==> src/rtl/assert_macros.svh <==
// Assertion macros shared by the RTL of the ready-queue scheduler.
// No dependencies; include by bare file name.
`ifndef ASSERT_MACROS_SVH
`define ASSERT_MACROS_SVH

// Same-cycle implication, disabled during reset.
`define ASSERT_NOW(label, clk, rst, ante, cons) \
  label: assert property (@(posedge clk) disable iff (rst) (ante) |-> (cons)) \
    else $error("assertion failed: same-cycle check");

// Next-cycle implication, disabled during reset.
`define ASSERT_NEXT(label, clk, rst, ante, cons) \
  label: assert property (@(posedge clk) disable iff (rst) (ante) |=> (cons)) \
    else $error("assertion failed: next-cycle check");

`endif

==> src/rtl/prsq_pkg.sv <==
// Types and codes for the priority ready-queue scheduler.
// No dependencies; used by the controller, datapath and top level.
package prsq_pkg;

  // Operation codes carried in the kind field
  typedef enum logic [1:0] {
    OP_ENQUEUE = 2'd0,
    OP_DEQUEUE = 2'd1,
    OP_SET_PRI = 2'd2,
    OP_SCHED   = 2'd3
  } op_kind_t;

  // Result status codes
  typedef enum logic [2:0] {
    ST_OK       = 3'd0,
    ST_NOCHANGE = 3'd1,
    ST_NOTHEAD  = 3'd2,
    ST_NONE     = 3'd3,
    ST_BUSY     = 3'd4
  } status_t;

  // Controller states
  typedef enum logic {
    CS_IDLE = 1'b0,
    CS_EXEC = 1'b1
  } ctrl_state_t;

  // Commands from controller to datapath
  typedef struct packed {
    logic capture;  // latch the request beat
    logic execute;  // apply the operation and load the result
  } ctrl_cmd_t;

endpackage

==> src/rtl/prsq_if.sv <==
// Request and response channel interfaces of the ready-queue scheduler.
// No dependencies.
interface prsq_req_if;
  logic       valid;
  logic       ready;
  logic [1:0] kind;
  logic [2:0] thread_id;
  logic [3:0] new_priority;

  modport source (output valid, kind, thread_id, new_priority, input ready);
  modport sink   (input valid, kind, thread_id, new_priority, output ready);
endinterface

interface prsq_rsp_if;
  logic       valid;
  logic       ready;
  logic [2:0] status;
  logic [2:0] chosen_thread;
  logic [3:0] level;

  modport source (output valid, status, chosen_thread, level, input ready);
  modport sink   (input valid, status, chosen_thread, level, output ready);
endinterface

==> src/rtl/prsq_ctrl.sv <==
// Controller of the ready-queue scheduler: sequences capture and execute,
// tracks the output register. Depends on prsq_pkg.
module prsq_ctrl
  import prsq_pkg::*;
(
  input  logic        clk,
  input  logic        rst,
  input  logic        req_valid,
  output logic        req_ready,
  input  logic        rsp_ready,
  output logic        rsp_valid,
  output ctrl_cmd_t   cmd,
  output ctrl_state_t state
);

  ctrl_state_t state_next;
  logic        out_full;
  logic        out_full_next;

  // State and output-full registers
  always_ff @(posedge clk) begin
    if (rst) begin
      state    <= CS_IDLE;
      out_full <= 1'b0;
    end else begin
      state    <= state_next;
      out_full <= out_full_next;
    end
  end

  // Next state and commands
  always_comb begin
    state_next  = state;
    cmd.capture = 1'b0;
    cmd.execute = 1'b0;
    req_ready   = 1'b0;
    unique case (state)
      CS_IDLE: begin
        // no beat is taken while reset is held
        req_ready   = !rst;
        cmd.capture = req_valid && !rst;
        if (cmd.capture) state_next = CS_EXEC;
      end
      CS_EXEC: begin
        // wait for a free output slot
        cmd.execute = !out_full || rsp_ready;
        if (cmd.execute) state_next = CS_IDLE;
      end
      default: state_next = CS_IDLE;
    endcase
    if (cmd.execute) out_full_next = 1'b1;
    else if (rsp_ready) out_full_next = 1'b0;
    else out_full_next = out_full;
  end

  assign rsp_valid = out_full;

endmodule

==> src/rtl/prsq_datapath.sv <==
// Datapath of the ready-queue scheduler: thread table, level queues,
// operation logic and result register. Depends on prsq_pkg.
module prsq_datapath
  import prsq_pkg::*;
#(
  parameter int THREADS = 8,
  parameter int LEVELS  = 16
) (
  input  logic       clk,
  input  logic       rst,
  input  ctrl_cmd_t  cmd,
  input  logic [1:0] kind,
  input  logic [2:0] thread_id,
  input  logic [3:0] new_priority,
  output logic [2:0] status,
  output logic [2:0] chosen_thread,
  output logic [3:0] level
);

  localparam int TIW = $clog2(THREADS);       // thread index width
  localparam int PW  = $clog2(THREADS + 1);   // link width, holds null
  localparam int LW  = $clog2(LEVELS);        // level index width
  localparam logic [PW-1:0] NIL = PW'(THREADS);
  localparam logic [LW-1:0] LVL_MAX = LW'(LEVELS - 1);

  // Captured request
  op_kind_t   op_kind;
  logic [2:0] op_tid;
  logic [3:0] op_np;

  // Thread table and level queues
  logic [LW-1:0]  thread_priority [THREADS];
  logic           thread_ready    [THREADS];
  logic [PW-1:0]  thread_next     [THREADS];
  logic [TIW-1:0] level_head      [LEVELS];
  logic [TIW-1:0] level_tail      [LEVELS];
  logic [LEVELS-1:0] level_busy;  // level queue not empty

  // Decoded operands
  logic           tid_ok;
  logic [TIW-1:0] idx;
  logic [LW-1:0]  pri;
  logic           rdy;
  logic [PW-1:0]  nxt;
  logic [LW-1:0]  np_sat;
  logic           found;
  logic [LW-1:0]  first_lvl;
  logic [LW-1:0]  head_addr;
  logic [TIW-1:0] head_val;
  logic [TIW-1:0] tail_val;

  // Operation outcome
  status_t    res_status;
  logic [2:0] res_thread;
  logic [3:0] res_level;
  logic       do_enq;
  logic       do_deq;
  logic       do_set;

  // Request capture
  always_ff @(posedge clk) begin
    if (cmd.capture) begin
      op_kind <= op_kind_t'(kind);
      op_tid  <= thread_id;
      op_np   <= new_priority;
    end
  end

  // Operand reads
  always_comb begin
    tid_ok = int'(op_tid) < THREADS;
    idx    = TIW'(op_tid);
    pri    = thread_priority[idx];
    rdy    = thread_ready[idx];
    nxt    = thread_next[idx];
    tail_val = level_tail[pri];
    if (int'(op_np) >= LEVELS) np_sat = LVL_MAX;
    else np_sat = LW'(op_np);
  end

  // Lowest non-empty level
  always_comb begin
    found     = 1'b0;
    first_lvl = '0;
    for (int i = LEVELS - 1; i >= 0; i--) begin
      if (level_busy[i]) begin
        found     = 1'b1;
        first_lvl = LW'(i);
      end
    end
    head_addr = (op_kind == OP_SCHED) ? first_lvl : pri;
    head_val  = level_head[head_addr];
  end

  // Operation decode
  always_comb begin
    res_status = ST_NOCHANGE;
    res_thread = '0;
    res_level  = '0;
    do_enq     = 1'b0;
    do_deq     = 1'b0;
    do_set     = 1'b0;
    unique case (op_kind)
      OP_SCHED: begin
        if (found) begin
          res_status = ST_OK;
          res_thread = 3'(head_val);
          res_level  = 4'(first_lvl);
        end else begin
          res_status = ST_NONE;
        end
      end
      OP_ENQUEUE: begin
        if (tid_ok && !rdy) begin
          res_status = ST_OK;
          do_enq     = 1'b1;
        end
      end
      OP_DEQUEUE: begin
        if (tid_ok && rdy) begin
          if (head_val != idx) begin
            res_status = ST_NOTHEAD;
          end else begin
            res_status = ST_OK;
            do_deq     = 1'b1;
          end
        end
      end
      OP_SET_PRI: begin
        if (tid_ok) begin
          res_level = 4'(pri);
          if (rdy) begin
            res_status = ST_BUSY;
          end else begin
            res_status = ST_OK;
            do_set     = 1'b1;
          end
        end
      end
      default: res_status = ST_NOCHANGE;
    endcase
  end

  // Control state of the table: ready flags, priorities, queue occupancy
  always_ff @(posedge clk) begin
    if (rst) begin
      for (int i = 0; i < THREADS; i++) begin
        thread_ready[i]    <= 1'b0;
        thread_priority[i] <= '0;
      end
      level_busy <= '0;
    end else if (cmd.execute) begin
      if (do_enq) begin
        thread_ready[idx] <= 1'b1;
        level_busy[pri]   <= 1'b1;
      end
      if (do_deq) begin
        thread_ready[idx] <= 1'b0;
        if (nxt == NIL) level_busy[pri] <= 1'b0;
      end
      if (do_set) thread_priority[idx] <= np_sat;
    end
  end

  // Links and queue pointers; only read while their level is occupied
  always_ff @(posedge clk) begin
    if (cmd.execute) begin
      if (do_enq) begin
        if (level_busy[pri]) thread_next[tail_val] <= PW'(op_tid);
        else level_head[pri] <= idx;
        level_tail[pri]  <= idx;
        thread_next[idx] <= NIL;
      end
      if (do_deq) begin
        level_head[pri]  <= TIW'(nxt);
        thread_next[idx] <= NIL;
      end
    end
  end

  // Result register
  always_ff @(posedge clk) begin
    if (cmd.execute) begin
      status        <= res_status;
      chosen_thread <= res_thread;
      level         <= res_level;
    end
  end

endmodule

==> src/rtl/priority_ready_queue_scheduler_unit.sv <==
// Top level of the fixed-priority FIFO ready-queue scheduler.
// Depends on prsq_pkg, prsq_if, prsq_ctrl, prsq_datapath, assert_macros.svh.
`include "assert_macros.svh"

// Each request beat (enqueue, dequeue, set priority, schedule) passes through
// the controller's two states: the idle state captures the beat and the
// execute state reads the thread table, applies the operation and loads the
// result register; a new beat is taken only once the previous one executed.
// Schedule finds the lowest occupied level through a priority encoder over
// per-level occupancy flags. A result waiting in the output register does
// not block the next request beat from being captured; the execute cycle
// waits until the result slot is free. Reset clears ready flags,
// priorities and occupancy.
module priority_ready_queue_scheduler_unit
  import prsq_pkg::*;
#(
  parameter int THREADS = 8,
  parameter int LEVELS  = 16
) (
  input logic       clk,
  input logic       rst,
  prsq_req_if.sink   req,
  prsq_rsp_if.source rsp
);

  ctrl_cmd_t   cmd;
  ctrl_state_t state;

  // Controller
  prsq_ctrl u_ctrl (
    .clk       (clk),
    .rst       (rst),
    .req_valid (req.valid),
    .req_ready (req.ready),
    .rsp_ready (rsp.ready),
    .rsp_valid (rsp.valid),
    .cmd       (cmd),
    .state     (state)
  );

  // Datapath
  prsq_datapath #(
    .THREADS (THREADS),
    .LEVELS  (LEVELS)
  ) u_datapath (
    .clk           (clk),
    .rst           (rst),
    .cmd           (cmd),
    .kind          (req.kind),
    .thread_id     (req.thread_id),
    .new_priority  (req.new_priority),
    .status        (rsp.status),
    .chosen_thread (rsp.chosen_thread),
    .level         (rsp.level)
  );

  // Checks
  `ASSERT_NEXT(a_capture_then_exec, clk, rst, req.valid && req.ready, state == CS_EXEC)
  `ASSERT_NOW(a_exec_slot_free, clk, rst, cmd.execute, !rsp.valid || rsp.ready)
  `ASSERT_NEXT(a_exec_then_valid, clk, rst, cmd.execute, rsp.valid)
  `ASSERT_NOW(a_one_cmd, clk, rst, 1'b1, !(cmd.capture && cmd.execute))

endmodule
==> src/flat_wrapper.sv <==
// flat-port wrapper written by rule: the top's interface ports become plain ports
module priority_ready_queue_scheduler_unit_flat import prsq_pkg::*;
#(
  parameter int THREADS = 8,
  parameter int LEVELS  = 16
)
  (clk, rst, req_valid, req_kind, req_thread_id, req_new_priority, req_ready, rsp_valid, rsp_status, rsp_chosen_thread, rsp_level, rsp_ready);
  prsq_req_if req_i ();
  prsq_rsp_if rsp_i ();
  input logic clk;
  input logic rst;
  input wire logic [$bits(req_i.valid)-1:0] req_valid;
  input wire logic [$bits(req_i.kind)-1:0] req_kind;
  input wire logic [$bits(req_i.thread_id)-1:0] req_thread_id;
  input wire logic [$bits(req_i.new_priority)-1:0] req_new_priority;
  output wire logic [$bits(req_i.ready)-1:0] req_ready;
  output wire logic [$bits(rsp_i.valid)-1:0] rsp_valid;
  output wire logic [$bits(rsp_i.status)-1:0] rsp_status;
  output wire logic [$bits(rsp_i.chosen_thread)-1:0] rsp_chosen_thread;
  output wire logic [$bits(rsp_i.level)-1:0] rsp_level;
  input wire logic [$bits(rsp_i.ready)-1:0] rsp_ready;
  assign req_i.valid = req_valid;
  assign req_i.kind = req_kind;
  assign req_i.thread_id = req_thread_id;
  assign req_i.new_priority = req_new_priority;
  assign req_ready = req_i.ready;
  assign rsp_valid = rsp_i.valid;
  assign rsp_status = rsp_i.status;
  assign rsp_chosen_thread = rsp_i.chosen_thread;
  assign rsp_level = rsp_i.level;
  assign rsp_i.ready = rsp_ready;
  priority_ready_queue_scheduler_unit #(.THREADS(THREADS), .LEVELS(LEVELS)) u_core (.clk(clk), .rst(rst), .req(req_i), .rsp(rsp_i));
endmodule
==> config.mk <==
export PLATFORM = sky130hd
export DESIGN_NAME = priority_ready_queue_scheduler_unit_flat
export DESIGN_NICKNAME = d
export VERILOG_FILES = /design/src/rtl/prsq_pkg.sv /design/src/rtl/prsq_if.sv /design/src/rtl/prsq_ctrl.sv /design/src/rtl/prsq_datapath.sv /design/src/rtl/priority_ready_queue_scheduler_unit.sv /design/src/flat_wrapper.sv
export VERILOG_INCLUDE_DIRS = /design/src /design/src/rtl
export SDC_FILE = /design/constraint.sdc
export NUM_CORES = 1
export LEC_CHECK = 0
export BUFFER_PORTS_ARGS = -buffer_cell sky130_fd_sc_hd__buf_2
export CAP_MARGIN = 20
export CORE_MARGIN = 4
export CORE_UTILIZATION = 30
export CTS_CLUSTER_DIAMETER = 60
export CTS_CLUSTER_SIZE = 25
export DETAILED_ROUTE_END_ITERATION = 7
export GPL_ROUTABILITY_DRIVEN = 0
export SYNTH_ARGS = -nofsm -noshare
export SYNTH_HDL_FRONTEND = slang
export SYNTH_SLANG_ARGS = --single-unit
==> constraint.sdc <==
create_clock -name clk -period 10 [get_ports clk]
set_input_delay 0.5 -clock clk [delete_from_list [all_inputs] [get_ports clk]]
set_output_delay 0.5 -clock clk [all_outputs]
set_load 0.02 [all_outputs]
==> results of run 1 <==
metal layers:
layer  share of wire (%)  up-vias
met2                  47      222
met1                  46     3702
li1                    -     3467
met3                 5.5       36
met5                   0        -
met4                 1.9        0
sequential cells by signal, summed over array words and instances, names as in the netlist, named ones only:
name                               cells
u_core.u_ctrl.state                    1
u_core.u_datapath.thread_priority     32
u_core.u_datapath.np_sat               4
u_core.u_datapath.thread_next         32
u_core.u_datapath.level_head          48
u_core.u_datapath.op_kind              2
u_core.u_datapath.level_busy          16
u_core.u_datapath.level                4
u_core.u_datapath.idx                  3
u_core.u_datapath.chosen_thread        3
u_core.u_datapath.level_tail          48
u_core.u_datapath.thread_ready         8
u_core.u_ctrl.rsp_valid                1
u_core.u_datapath.status               3
cell families after synthesis:
group	after synthesis	synth area share, %
simple gates	329	14.6
flops	208	53.6
compound gates	166	11.2
mux	147	17.1
buf+inv	71	3.49
cells in the mapped netlist (all sizes together) (16+ instances only):
| cell type | count | area share [%] |
|---|---|---|
| mux2 | 31 | 3.3 |
| nand3 | 16 | 0.75 |
| nor3 | 26 | 1.3 |
| o2111ai | 27 | 2.2 |
| mux2i | 95 | 9.3 |
| nor2 | 82 | 2.9 |
| dfxtp | 53 | 10 |
| buf | 22 | 1.7 |
| and2 | 54 | 3.2 |
| o211ai | 26 | 1.8 |
| edfxtp | 155 | 44 |
| mux4 | 21 | 4.5 |
| a211oi | 25 | 1.9 |
| a21oi | 18 | 0.85 |
| o21bai | 18 | 1.3 |
| nand2 | 109 | 3.8 |
| a31oi | 21 | 1.2 |
| clkbuf | 42 | 1.5 |
area by class of cell:
class,count,area (sq um)
well taps,455,569
clock inverters,13,176
repair buffers,45,298
multi-input cells,642,4590
clock buffers,19,475
flip-flops and latches,208,5720
fillers,3403,22900
inverters,7,26.3
worst paths after layout:
check / slack (ps) / cells past startpoint / from / end
worst max register to register: 4310 / 12 / flop / u_core.u_datapath.level_head[3][2]
worst max-delay path: 4310 / 12 / flop / u_core.u_datapath.level_head[3][2]
worst min-delay path: 160 / 1 / req_kind[1] / u_core.u_datapath.op_kind[1]
worst min register to register: 470 / 2 / u_core.u_datapath.thread_next[7][3] / u_core.u_datapath.thread_next[7][3]
critical path, cell delays in order, from the launching register on:
cell	delay [ps]
dfxtp_1	750
mux4_2	440
mux2i_4	140
buf_4	750
mux2_2	300
o211ai_1	110
mux2i_1	210
o22ai_1	120
nor2_1	220
o221a_1	640
and2_1	770
buf_4	430
o21ai_1	340
through the flow:
stage	worst slack, ps	instances	util (%)	area, sq um
2_1_floorplan	6320	921	-	10700
3_3_place_gp	4340	1354	32.1	11200
3_5_place_dp	4240	1354	32.1	11200
4_1_cts	4220	1386	33.9	11800
5_1_grt	3900	1389	34.1	11900
6_report	4310	1389	34.1	11900
power groups by stage:
stage	Sequential [W]	Clock [W]	Combinational [W]
2_1_floorplan	0.000970	0	0.000188
3_3_place_gp	0.000973	0	0.000248
3_5_place_dp	0.000973	0	0.000250
4_1_cts	0.000953	0.000781	0.000250
5_1_grt	0.000955	0.000815	0.000272
6_report	0.000953	0.000771	0.000253
==> results.py, run 1 <==
metrics = {
    "clocking": {
        "ctsHoldBuffers": 0,
        "cts.sinks": 208,
        "root_buffer": "clkbuf_16",
        "clock_path_buffers": 3,
        "postCtsSetupRepairBufs": 0,
        "cts_tree": "done",
        "cts_resized": 0,
        "clk_latency_ps": 510,
        "cts.reportedPaths.clkPinSlew_ps": 100,
        "h-tree-depth": 1,
        "numCtsBuffers": 18,
    },
    "floorplanning": {
        "rows": 68,
        "fp.dieH_um": 196,
        "core-area_sq_um": 34800,
        "ios": 25,
        "dieArea_sq_um": 38600,
        "die_w_um": 196,
        "start_util_pct": 30.6,
    },
    "route": {
        "vias_per_cell": 5.35,
        "drtIter0Drc": 562,
        "drtPass1Iterations": 5,
        "wirelength_mm": 28.1,
        "wl_per_cell_um": 20.2,
        "drc": 0,
        "vias": 7427,
        "ant_nets": 0,
    },
    "cells_and_area": {
        "n_antenna_cell": 0,
        "area_growth_pct": 11.2,
        "nets": 935,
        "layout_commonest_cell": "edfxtp_1",
        "mostFrequentLayoutCells": "edfxtp_1 (155), nand2_1 (109), mux2i_1 (91)",
        "drive_gt1_share_pct": 16.1,
    },
    "critical_path": {
        "required_ps": 10130,
        "path_max_fanout": 60,
        "end_kind": "flop",
        "startpoint_type": "flop",
        "crit_arrival_ps": 5810,
        "worstSetupPathType": "reg -> reg",
    },
    "timing": {
        "period_share_pct": 56.9,
        "slew_headroom_pct": 29.4,
        "whs_ps": 157,
        "max_freq_mhz": 176,
        "skew_ps": 36.3,
        "rsz0062_at_grt": "no",
        "slew_viol_final": 0,
        "setup_viol": 0,
        "min_period_ps": 5690,
        "tightest_slew_ps": 1060,
        "fin_setup_tns_ps": 0,
        "final_hold_viol_count": 0,
    },
    "logic_synthesis": {
        "synth-seq-cells": 208,
        "synth-async-reset-ratio_pct": 0,
        "yosysWarnings": 0,
        "synth.distinct_cells": 52,
        "netlist_instances": 921,
        "syn-mean-instance-area_sq_um": 11.6,
        "synth_edf_count": 155,
        "synth_area_sq_um": 10700,
        "ys_seq_area_share_pct": 53.6,
        "syn_nets": 934,
        "synth_ff_type": "edfxtp_1",
    },
    "power": {
        "power_density_nw_per_um2": 167,
        "finalPower_w": 0.00198,
        "vdd_drop_max_mv": 0.0887,
        "switchingPower_w": 0.000538,
        "sequentialPowerShare_pct": 48.2,
        "pwr-share-clk_pct": 39.0,
        "p_leak_nw": 4.45,
        "p_int_w": 0.00144,
        "comb_power_share_pct": 12.8,
        "switching_share_pct": 27.2,
    },
    "place": {
        "hpwl_mm": 18.6,
        "io_buffer_count": 24,
    },
    "global_routing": {
        "grt_overflow": 0,
        "track_usage_pct": 14.1,
        "antenna_found_initial": 0,
        "grt_pass1_vias": 7199,
        "met1_usage_pct": 20.3,
        "grtUsageMet3_pct": 2.00,
        "grt_max_degree": 61,
        "use_met2_pct": 22.8,
        "grt.busiest_layer": "met2",
        "grt_pass1_wl_mm": 43.4,
    },
    "run_status": {
        "status": "finished, final reports clean",
    },
    "hold_path": {
        "hold_path_class": "in -> reg",
    },
    "flow_run": {
        "cap_violations": 0,
    },
}
Note: power is estimated with default switching activity, not from simulation.
==> run 2: changes to the inputs <==
Clock period 10 ns to 5.1 ns, I/O delays scaled along.
==> run 2 against run 1 <==
Net effect: non-clock buffer count up 16; combinational power up 100%; register-to-register slack worse by 3500 ps; fmax up 32%; cell count up 1.0%; global-route usage down 0.11 points; utilization up 0.19 points; clock-buffer cell count up 1; first-iteration DRC count up 34%; sequential power up 96%; largest power group unchanged.
==> results.py, run 2 (synthesis gave the netlist of run 1 again) <==
metrics = {
    "cells_and_area": {
        "layout_commonest_cell": "edfxtp_1",
        "final_cell_count_no_fill": 1403,
        "reg.largest.list": "u_core.u_datapath.level_head (48), u_core.u_datapath.level_tail (48)",
        "drive_gt1_share_pct": 16.0,
        "n_antenna_cell": 0,
        "area_growth_pct": 11.8,
        "nets": 950,
        "mostFrequentLayoutCells": "edfxtp_1 (155), nand2_1 (109), mux2i_1 (91)",
    },
    "route": {
        "ant_nets": 0,
        "vias": 7516,
        "vias_per_cell": 5.36,
        "wirelength_mm": 27.9,
        "drtPass1Iterations": 5,
        "drtIter0Drc": 752,
        "drc": 0,
        "wl_per_cell_um": 19.9,
    },
    "critical_path": {
        "cp.buffers_inverters": 3,
        "crit_chain": "mux4_2, mux2i_4, buf_12, mux2_2, o211ai_1, mux2i_1, o22a_1, and3_1, a211oi_2, buf_4, and2_1, buf_4, a211oi_1",
        "cpMaxStageDelayCell": "mux4_2",
        "cp_top_family": "multiplexers",
        "crit_top_cell": "buf_4",
        "end_kind": "flop",
        "slowest_delay_ps": 570,
        "path_max_fanout": 60,
        "required_ps": 5450,
        "crit_arrival_ps": 4650,
        "worstSetupPathType": "reg -> reg",
        "startpoint_type": "flop",
    },
    "clocking": {
        "cts_resized": 0,
        "cts.sinks": 208,
        "postCtsSetupRepairBufs": 0,
        "clk_latency_ps": 510,
        "h-tree-depth": 1,
        "cts.reportedPaths.clkPinSlew_ps": 90,
        "clock_path_buffers": 3,
        "cts_tree": "done",
        "numCtsBuffers": 17,
        "ctsHoldBuffers": 10,
        "root_buffer": "clkbuf_16",
    },
    "timing": {
        "max_freq_mhz": 232,
        "period_share_pct": 84.3,
        "skew_ps": 26.8,
        "slew_headroom_pct": 45.8,
        "rsz0062_at_grt": "no",
        "final_hold_viol_count": 0,
        "fin_setup_tns_ps": 0,
        "min_period_ps": 4300,
        "whs_ps": 37.4,
        "tightest_slew_ps": 812,
        "slew_viol_final": 0,
        "setup_viol": 0,
    },
    "global_routing": {
        "grt_pass1_wl_mm": 43.2,
        "track_usage_pct": 14.0,
        "grt_max_degree": 61,
        "antenna_found_initial": 0,
        "grt_pass1_vias": 7297,
        "grt_overflow": 0,
    },
    "floorplanning": {
        "fp.dieH_um": 196,
        "ios": 25,
        "core-area_sq_um": 34800,
        "die_w_um": 196,
        "rows": 68,
        "dieArea_sq_um": 38600,
        "start_util_pct": 30.6,
    },
    "power": {
        "sequentialPowerShare_pct": 50.2,
        "switchingPower_w": 0.00101,
        "comb_power_share_pct": 13.7,
        "p_leak_nw": 4.49,
        "switching_share_pct": 27.1,
        "power_density_nw_per_um2": 313,
        "vdd_drop_max_mv": 0.221,
        "p_int_w": 0.00272,
        "pwr-share-clk_pct": 36.0,
        "finalPower_w": 0.00372,
    },
    "place": {
        "dp_cells": 1362,
        "io_buffer_count": 24,
        "hpwl_mm": 19.0,
    },
    "flow_run": {
        "cap_violations": 0,
    },
    "hold_path": {
        "hold_path_class": "in -> reg",
    },
    "run_status": {
        "status": "finished, final reports clean",
    },
}
==> run 2: cell count changes in the layout (fill, tap and decap cells not counted), sizes merged <==
| cell | delta |
|---|---|
| buf | +6 |
| bufinv | -1 |
| clkbuf | +1 |
| clkinv | +2 |
| clkinvlp | -2 |
| dlygate4sd3 | +10 |
| inv | -2 |
==> run 2: layout make-up <==
| class | instances | area, sq um |
|---|---|---|
| Tap cell | 455 | 569 |
| Fill cell | 3437 | 22900 |
| Inverter | 7 | 26.3 |
| Clock inverter | 10 | 114 |
| Timing Repair Buffer | 61 | 455 |
| Multi-Input combinational cell | 642 | 4590 |
| Sequential cell | 208 | 5720 |
| Clock buffer | 20 | 447 |
==> run 2: metrics by stage <==
stage	area, sq um	setup WS (ps)	util [%]
after global placement	11200	841	32.3
after CTS	11900	798	34.2
final	11900	799	34.2
after global routing	11900	578	34.2
after detailed placement	11200	828	32.3
after floorplan	10700	1420	-
==> run 2: layer usage <==
metal | vias to the layer above | routed length [um] | GRT usage [%]
li1 | 3498 | - | -
met1 | 3706 | 12700 | 20.2
met2 | 267 | 12800 | 22.3
met3 | 45 | 1790 | 2.21
met4 | 0 | 583 | 2.97
met5 | - | 0 | 0
==> run 2: power by group through the flow <==
stage / sequential [W] / combinational, W / clock, W
2_1_floorplan: 0.00190 / 0.000369 / 0
3_3_place_gp: 0.00191 / 0.000496 / 0
3_5_place_dp: 0.00191 / 0.000500 / 0
4_1_cts: 0.00187 / 0.000508 / 0.00137
5_1_grt: 0.00187 / 0.000547 / 0.00144
6_report: 0.00187 / 0.000512 / 0.00134
==> run 2: final timing paths <==
check,startpoint,endpoint,slack [ps],cells past startpoint
setup / recovery,flop,u_core.u_datapath.thread_next[2][1],800,13
hold / removal,rsp_ready,u_core.u_ctrl.rsp_valid,40,4
setup reg to reg,flop,u_core.u_datapath.thread_next[2][1],800,13
hold reg to reg,u_core.u_datapath.thread_next[4][3],u_core.u_datapath.thread_next[4][3],480,2
==> run 2: worst min-delay path, stage by stage <==
cell	delay [ps]
buf_2	80
nor2b_1	50
nor2_1	80
nor2_1	40
